`src/rtl/sirc_pkg.sv`:
```
// Shared types and constants for the SIRC infrared pulse decoder.
// No dependencies; used by sirc_match, sirc_ir_pulse_decoder_top and sirc_chk.
package sirc_pkg;

    // Bounds are nominal/100 * (100 +- tol); all nominals are whole hundreds.
    localparam int unsigned BOUND_W        = 13;  // 24 * 227 = 5448 max
    localparam int unsigned TOL_W          = 7;
    localparam int unsigned TOL_RESET      = 25;
    localparam int unsigned PCT_FULL       = 100;
    localparam int unsigned HDR_MARK_UNIT  = 24;  // 2400 us
    localparam int unsigned ONE_MARK_UNIT  = 12;  // 1200 us
    localparam int unsigned SHORT_UNIT     = 6;   // 600 us: header space, zero mark, bit space

    localparam int unsigned DATA_W         = 20;
    localparam int unsigned COUNT_W        = 5;
    localparam int unsigned MAX_BITS       = 20;
    localparam int unsigned SHORT_FRAME    = 12;
    localparam int unsigned MID_FRAME      = 15;
    localparam int unsigned OUT_TDATA_W    = 32;

    localparam int unsigned APB_ADDR_W     = 3;
    localparam int unsigned APB_DATA_W     = 32;

    localparam logic STATUS_OK     = 1'b0;
    localparam logic STATUS_REJECT = 1'b1;

    typedef enum logic [3:0] {
        PH_IDLE      = 4'b0001,
        PH_HDR_SPACE = 4'b0010,
        PH_BIT_MARK  = 4'b0100,
        PH_BIT_SPACE = 4'b1000
    } t_phase;

    // Duration classification of one pulse against the current tolerance.
    typedef struct packed {
        logic hdr_mark;    // fits 2400
        logic one_mark;    // fits 1200
        logic short_pulse; // fits 600
        logic long_space;  // above upper bound of 600
    } t_match;

endpackage

```
`src/rtl/sirc_match.sv`:
```
// Duration matcher: tolerance window bounds and pulse classification.
// Depends on sirc_pkg.
module sirc_match #(
    parameter int unsigned DURATION_BITS = 16
) (
    input  logic [sirc_pkg::TOL_W-1:0] i_tol,
    input  logic [DURATION_BITS-1:0]   i_dur,
    output sirc_pkg::t_match           o_match
);

    localparam int unsigned BW = sirc_pkg::BOUND_W;
    localparam int unsigned CW = (DURATION_BITS > BW) ? DURATION_BITS : BW;

    logic [BW-1:0] lo_base, hi_base;
    logic [BW-1:0] lo_hdr, hi_hdr, lo_one, hi_one, lo_short, hi_short;
    logic [CW-1:0] d;

    // lower base clamps at zero once tolerance reaches 100 %
    assign lo_base = (i_tol >= sirc_pkg::TOL_W'(sirc_pkg::PCT_FULL)) ? '0 :
                     BW'(sirc_pkg::PCT_FULL) - BW'(i_tol);
    assign hi_base = BW'(sirc_pkg::PCT_FULL) + BW'(i_tol);

    assign lo_hdr   = lo_base * BW'(sirc_pkg::HDR_MARK_UNIT);
    assign hi_hdr   = hi_base * BW'(sirc_pkg::HDR_MARK_UNIT);
    assign lo_one   = lo_base * BW'(sirc_pkg::ONE_MARK_UNIT);
    assign hi_one   = hi_base * BW'(sirc_pkg::ONE_MARK_UNIT);
    assign lo_short = lo_base * BW'(sirc_pkg::SHORT_UNIT);
    assign hi_short = hi_base * BW'(sirc_pkg::SHORT_UNIT);

    assign d = CW'(i_dur);

    assign o_match.hdr_mark    = (d >= CW'(lo_hdr))   && (d <= CW'(hi_hdr));
    assign o_match.one_mark    = (d >= CW'(lo_one))   && (d <= CW'(hi_one));
    assign o_match.short_pulse = (d >= CW'(lo_short)) && (d <= CW'(hi_short));
    assign o_match.long_space  = d > CW'(hi_short);

endmodule

```
`src/rtl/sirc_ir_pulse_decoder_top.sv`:
```
// SIRC infrared pulse decoder, top level.
// Depends on sirc_pkg and sirc_match.
//
// Usage:
//  - Slave stream: one beat per IR pulse. tuser = is_mark (1 mark, 0 space),
//    tdata = pulse length in us (DURATION_BITS, zero padded to bytes).
//  - Master stream: one beat per finished or rejected frame. tuser = status
//    (0 decoded, 1 rejected), tdata = {pad, bit_count[4:0], frame_data[19:0]}.
//    frame_data holds the received bits, first bit most significant.
//  - APB port: one register, tolerance_percent at byte address 0 (7 bits,
//    reset 25). Write it only while no pulse is in flight.
//  - Pipeline: input register, then classification and frame state update
//    into an output register that holds the result beat.
//  - Throughput: one pulse per cycle while no result beat waits on
//    i_m_tready low; most pulses give no result beat.
//  - Stall: while a result beat waits on i_m_tready low, the pulse held in
//    the input register waits too, and o_s_tready drops once that register
//    is full. Nothing is dropped.
//  - Reset (synchronous, active low): decoder idle waiting for a header
//    mark, both registers empty, tolerance back to 25 %.
module sirc_ir_pulse_decoder_top #(
    parameter int unsigned DURATION_BITS = 16
) (
    input  logic                                     i_clk,
    input  logic                                     i_rst_n,
    // pulse input
    input  logic                                     i_s_tvalid,
    output logic                                     o_s_tready,
    input  logic [((DURATION_BITS+7)/8)*8-1:0]       i_s_tdata,  // duration_us
    input  logic                                     i_s_tuser,  // is_mark
    // frame output
    output logic                                     o_m_tvalid,
    input  logic                                     i_m_tready,
    output logic [sirc_pkg::OUT_TDATA_W-1:0]         o_m_tdata,  // frame_data, bit_count
    output logic                                     o_m_tuser,  // status
    // configuration
    input  logic                                     i_psel,
    input  logic                                     i_penable,
    input  logic                                     i_pwrite,
    input  logic [sirc_pkg::APB_ADDR_W-1:0]          i_paddr,
    input  logic [sirc_pkg::APB_DATA_W-1:0]          i_pwdata,
    output logic [sirc_pkg::APB_DATA_W-1:0]          o_prdata,
    output logic                                     o_pready
);

    localparam int unsigned DW = sirc_pkg::DATA_W;
    localparam int unsigned NW = sirc_pkg::COUNT_W;

    // config register
    logic [sirc_pkg::TOL_W-1:0] r_tol;
    logic                       reg_sel;

    // input stage
    logic                     r_v1;
    logic                     r_mark1;
    logic [DURATION_BITS-1:0] r_dur1;

    // frame state
    sirc_pkg::t_phase r_phase, n_phase;
    logic [DW-1:0]    r_shift, n_shift;
    logic [NW-1:0]    r_bits,  n_bits;

    // output stage
    logic          r_ov;
    logic          r_ostat;
    logic [DW-1:0] r_odata;
    logic [NW-1:0] r_ocnt;

    logic            advance;
    logic            s_beat;
    logic            emit;
    logic            emit_stat;
    sirc_pkg::t_match m;
    logic            cnt_ok;
    logic            cnt_ok_short;
    logic            bit_val;

    // APB: word 0 is the tolerance; only paddr[2] selects the word
    assign reg_sel  = (i_paddr[2] == 1'b0);
    assign o_pready = 1'b1;
    assign o_prdata = reg_sel ? sirc_pkg::APB_DATA_W'(r_tol) : '0;

    always_ff @(posedge i_clk) begin
        if (!i_rst_n) begin
            r_tol <= sirc_pkg::TOL_W'(sirc_pkg::TOL_RESET);
        end else if (i_psel && i_penable && i_pwrite && reg_sel) begin
            r_tol <= i_pwdata[sirc_pkg::TOL_W-1:0];
        end
    end

    // handshakes: the pipe moves whenever the output slot is free or draining
    assign advance    = !r_ov || i_m_tready;
    assign o_s_tready = !r_v1 || advance;
    assign s_beat     = i_s_tvalid && o_s_tready;

    always_ff @(posedge i_clk) begin
        if (!i_rst_n) begin
            r_v1 <= 1'b0;
        end else if (s_beat) begin
            r_v1 <= 1'b1;
        end else if (advance) begin
            r_v1 <= 1'b0;
        end
    end

    always_ff @(posedge i_clk) begin
        if (s_beat) begin
            r_mark1 <= i_s_tuser;
            r_dur1  <= i_s_tdata[DURATION_BITS-1:0];
        end
    end

    sirc_match #(
        .DURATION_BITS(DURATION_BITS)
    ) u_match (
        .i_tol  (r_tol),
        .i_dur  (r_dur1),
        .o_match(m)
    );

    assign cnt_ok_short = (r_bits == NW'(sirc_pkg::SHORT_FRAME)) ||
                          (r_bits == NW'(sirc_pkg::MID_FRAME));
    assign cnt_ok       = cnt_ok_short || (r_bits == NW'(sirc_pkg::MAX_BITS));
    // one-mark wins when both windows overlap
    assign bit_val      = m.one_mark;

    always_comb begin
        n_phase   = r_phase;
        n_shift   = r_shift;
        n_bits    = r_bits;
        emit      = 1'b0;
        emit_stat = sirc_pkg::STATUS_OK;
        unique case (r_phase)
            sirc_pkg::PH_IDLE: begin
                if (r_mark1 && m.hdr_mark) begin
                    n_phase = sirc_pkg::PH_HDR_SPACE;
                end
            end
            sirc_pkg::PH_HDR_SPACE: begin
                if (!r_mark1 && m.short_pulse) begin
                    n_phase = sirc_pkg::PH_BIT_MARK;
                    n_shift = '0;
                    n_bits  = '0;
                end else if (r_mark1 && m.hdr_mark) begin
                    n_phase = sirc_pkg::PH_HDR_SPACE;  // header restarts
                end else begin
                    n_phase = sirc_pkg::PH_IDLE;
                end
            end
            sirc_pkg::PH_BIT_MARK: begin
                if (r_mark1 && (m.one_mark || m.short_pulse)) begin
                    n_shift = {r_shift[DW-2:0], bit_val};
                    n_bits  = r_bits + NW'(1);
                    n_phase = sirc_pkg::PH_BIT_SPACE;
                end else begin
                    // unmatched pulse: short frames end here
                    emit      = 1'b1;
                    emit_stat = cnt_ok_short ? sirc_pkg::STATUS_OK
                                             : sirc_pkg::STATUS_REJECT;
                end
            end
            sirc_pkg::PH_BIT_SPACE: begin
                if (!r_mark1 && m.short_pulse) begin
                    if (r_bits >= NW'(sirc_pkg::MAX_BITS)) begin
                        emit = 1'b1;
                    end else begin
                        n_phase = sirc_pkg::PH_BIT_MARK;
                    end
                end else if (!r_mark1 && m.long_space) begin
                    emit      = 1'b1;
                    emit_stat = cnt_ok ? sirc_pkg::STATUS_OK : sirc_pkg::STATUS_REJECT;
                end else begin
                    emit      = 1'b1;
                    emit_stat = sirc_pkg::STATUS_REJECT;
                end
            end
            default: begin
                n_phase = sirc_pkg::PH_IDLE;
            end
        endcase
        if (emit) begin
            n_phase = sirc_pkg::PH_IDLE;
            n_shift = '0;
            n_bits  = '0;
        end
    end

    always_ff @(posedge i_clk) begin
        if (!i_rst_n) begin
            r_phase <= sirc_pkg::PH_IDLE;
            r_shift <= '0;
            r_bits  <= '0;
            r_ov    <= 1'b0;
        end else begin
            if (r_v1 && advance) begin
                r_phase <= n_phase;
                r_shift <= n_shift;
                r_bits  <= n_bits;
            end
            if (r_v1 && advance && emit) begin
                r_ov <= 1'b1;
            end else if (i_m_tready) begin
                r_ov <= 1'b0;
            end
        end
    end

    // result payload: partial or full frame as it stood before the ending pulse
    always_ff @(posedge i_clk) begin
        if (r_v1 && advance && emit) begin
            r_ostat <= emit_stat;
            r_odata <= r_shift;
            r_ocnt  <= r_bits;
        end
    end

    assign o_m_tvalid = r_ov;
    assign o_m_tuser  = r_ostat;
    assign o_m_tdata  = {{(sirc_pkg::OUT_TDATA_W-DW-NW){1'b0}}, r_ocnt, r_odata};

endmodule

```
`config.mk`:
```
export PLATFORM = sky130hd
export DESIGN_NAME = sirc_ir_pulse_decoder_top
export DESIGN_NICKNAME = d
export VERILOG_FILES = /design/src/rtl/sirc_pkg.sv /design/src/rtl/sirc_match.sv /design/src/rtl/sirc_ir_pulse_decoder_top.sv
export SDC_FILE = /design/constraint.sdc
export NUM_CORES = 1
export LEC_CHECK = 0
export ABC_AREA = 1
export BUFFER_PORTS_ARGS = -buffer_cell sky130_fd_sc_hd__buf_4
export CORE_MARGIN = 5
export CORE_UTILIZATION = 50
export DETAILED_ROUTE_END_ITERATION = 6
export GPL_TIMING_DRIVEN = 0
export HOLD_SLACK_MARGIN = 0.12
export PLACE_DENSITY_LB_ADDON = 0.25
export RECOVER_POWER = 50
export SKIP_LAST_GASP = 1
export SYNTH_ARGS = -nofsm -noshare
export SYNTH_HDL_FRONTEND = slang
export SYNTH_SLANG_ARGS = --single-unit
export TNS_END_PERCENT = 20
```
`constraint.sdc`:
```
create_clock -name i_clk -period 6.41 [get_ports i_clk]
set_clock_uncertainty 0.1 [all_clocks]
set_input_delay 0.3205 -clock i_clk [delete_from_list [all_inputs] [get_ports i_clk]]
set_output_delay 0.3205 -clock i_clk [all_outputs]
set_load 0.01 [all_outputs]
```
==> out/results.txt <==
Post-Synth XOR/XNOR Area = 2.03%
vias in the first global route = 4907
Critical Path RT = 6.28 ns
gpl congestion = 0.875
Setup crit start kind = flop
CTS tree = done
CP peak stage delay = 0.76 ns
clk_lat worst skew = 0.35 ns
final-report hold violation count = 0
Pwr Density = 212 nW/µm²
core area = 11900 µm²
Die Footprint = 14300 µm²
port bufs = 65
Post-synth top cells = nand2_1 (165), inv_1 (93), ha_1 (76)
unrepaired setup endpoints after global routing = false
setup TNS = 0 ns
Cell Area, Synth = 6030 µm²
first-pass GRT wire length = 22900 µm
Remaining DRCs = 0
maximum vdd drop = 194 µV
most area-hungry cell type in the Yosys netlist = edfxtp_1
CTS sink count = 81
fmax = 0.183 GHz
TritonCTS buffer count = 9
Hold WC Path Type = input port to flop
routed wire length = 13600 µm
Post-synth EDFFs = 43
kind of critical path = flop to flop
post-CTS setup buffers = 0
H-tree levels = 3
Compound-Gate Fraction of Synth Area = 8.64%
FP Rows = 40
CP Max Fanout = 26
critical path's slowest cell = inv_1
Cell variety after synth = 44
grt ovf = 0
share of cells above drive strength 1 = 18.1%
mux cell area share after synthesis = 0%
nets = 992
Clock Path Buffers = 2
Routed Antenna Nets = 0
synth warn = 0
share of the synthesized area in the top cell type = 21.4%
via count = 5076
Post-CTS Resized = 0
Max Slew Vio Count = 0
Yosys reg bits = 81
Top FF cell, synth = edfxtp_1
final worst-path cycle share = 85.2%
Worst Hold Depth = 3
DP Wirelength = 10500 µm
gr usage total = 19.8%
Initial Utilization = 50.6%
total power = 1.53 mW
die width = 120 µm
Die Y = 120 µm
R2R setup slack = 0.95 ns
FFs w/ async S/R, synth = 0%
outcome = completed
simple-gate area share of the yosys netlist = 27.1%
Mapped Cells = 729
leakage power = 3.36 nW
clock slew at reported path FFs = 0.06 ns
Tmin final = 5.46 ns
origin of the critical flop-to-flop path = r_tol[0]
most common cell in the synthesized netlist = nand2_1
hold endpoint = r_v1
initial antenna violation count = 0
vias per inst = 5.04
Critical Path Most Common Cell = nand2_1
Syn Area/Cell = 8.27 µm²
Worst-Margin Slew = 1.05 ns
worst r2r path cells = 30
largest net degree at the start of global routing = 27
FF-to-FF End = r_odata[10]
Final Setup Violations = 0
sequential share of the synthesized area = 34.1%
IO Pins = 127
post-synthesis adder-cell area fraction = 16.1%
largest family of logic cells by synthesized area = simple AND/OR/NAND/NOR gates
ranking of synthesized cells by area = edfxtp_1 (21%), ha_1 (16%), dfxtp_1 (13%), nand2_1 (10%), inv_1 (5.8%)
CP Launch Point = r_tol[0]
crit path capture type = flop
MaxCap Viol Count = 0
root buffer cell = clkbuf_16
Area Overhead vs Synth = 19.7%
min-delay src = i_s_tvalid
drt initial violations = 301
wire length per cell = 13.5 µm
Slew HR = 30.1%
hold slack final = 0.160 ns
first-pass iteration count of the detailed router = 5
# diodes = 0
CP Data Arrival Time = 5.33 ns
layer usage:
layer | global-route usage, % | vias to the layer above | wire length [µm]
met5 | 0 | - | 0
met4 | 8.02 | 0 | 272
met3 | 3.11 | 20 | 770
met2 | 33.9 | 133 | 6730
met1 | 24.8 | 2327 | 5870
li1 | - | 2596 | -
final cells by class:
class                   instances  area [µm²]
clock buffers                  12         256
inverters                      99         374
multi-input cells             537        3370
well taps                     147         184
fillers                      1090        4700
clock inverters                 4        51.3
flip-flops and latches         81        2050
repair buffers                 85         579
plain buffers                  43         348
per-stage QoR:
step	worst slack, ns	utilization (%)	instance area, µm²	instances
2_1_floorplan	1.98	-	6140	760
3_3_place_gp	1.08	57.2	6810	972
3_5_place_dp	0.955	57.2	6810	972
4_1_cts	0.936	61.5	7320	1008
5_1_grt	0.318	60.6	7210	1008
6_report	0.948	60.6	7210	1008
worst max-delay path: cells and delay by family (launching register included):
kind	cells	cell delay, ns
buf+inv	4	1.01
simple gates	18	1.93
fa+ha+maj	4	0.94
xor+xnor	1	0.20
flops	1	0.49
compound gates	3	0.39
cells by family (layout without fill, tap and decap cells):
logic type | after synthesis | in the layout
AOI/OAI and AO/OA | 90 | 90
xor gates and xnor gates | 14 | 14
adders and majority gates | 77 | 77
buffers and inverters | 142 | 243
DFF | 81 | 81
other | 2 | 33
and+or+nand+nor | 323 | 323
flip-flops by register name (all words and copies together) (netlist names):
name and cells:
r_odata 20, r_shift 20, r_dur1 16, r_tol 7, r_bits 5, r_ocnt 5
r_phase 4, o_m_tuser 1, o_m_tvalid 1, r_mark1 1, r_v1 1
timing repair:
action | 4_1_cts | 5_1_grt
endpoints found under the setup margin | 0 | 0
endpoints found under the hold margin | 20 | 0
hold buffers | 20 | 0
how the worst max path moves through the flow:
stage	end	slack [ns]	cells past startpoint
finish	r_odata[10]	0.95	30
global route	r_odata[9]	0.32	30
CTS	r_odata[7]	0.94	30
detailed placement	r_odata[7]	0.96	30
global placement	r_odata[9]	1.08	30
floorplan	o_m_tuser	1.98	30
layout by cell type, fill, tap and decap left out, types with 20 or more instances in the layout:
cell type        n
buf_4           54
inv_1           93
clkbuf_1        33
nand3_1         35
dlygate4sd3_1   20
a21oi_1         51
dfxtp_1         38
nor2_1          39
ha_1            76
nand2_1        165
nor2_4          21
edfxtp_1        43
conb_1          33
report_power, final:
group	total [mW]	switching [mW]	leakage (nW)	internal, mW
clock network	0.532	0.208	0.151	0.324
registers	0.581	0.0221	0.718	0.559
logic	0.413	0.239	2.49	0.175
(Power assumes the default switching activity.)
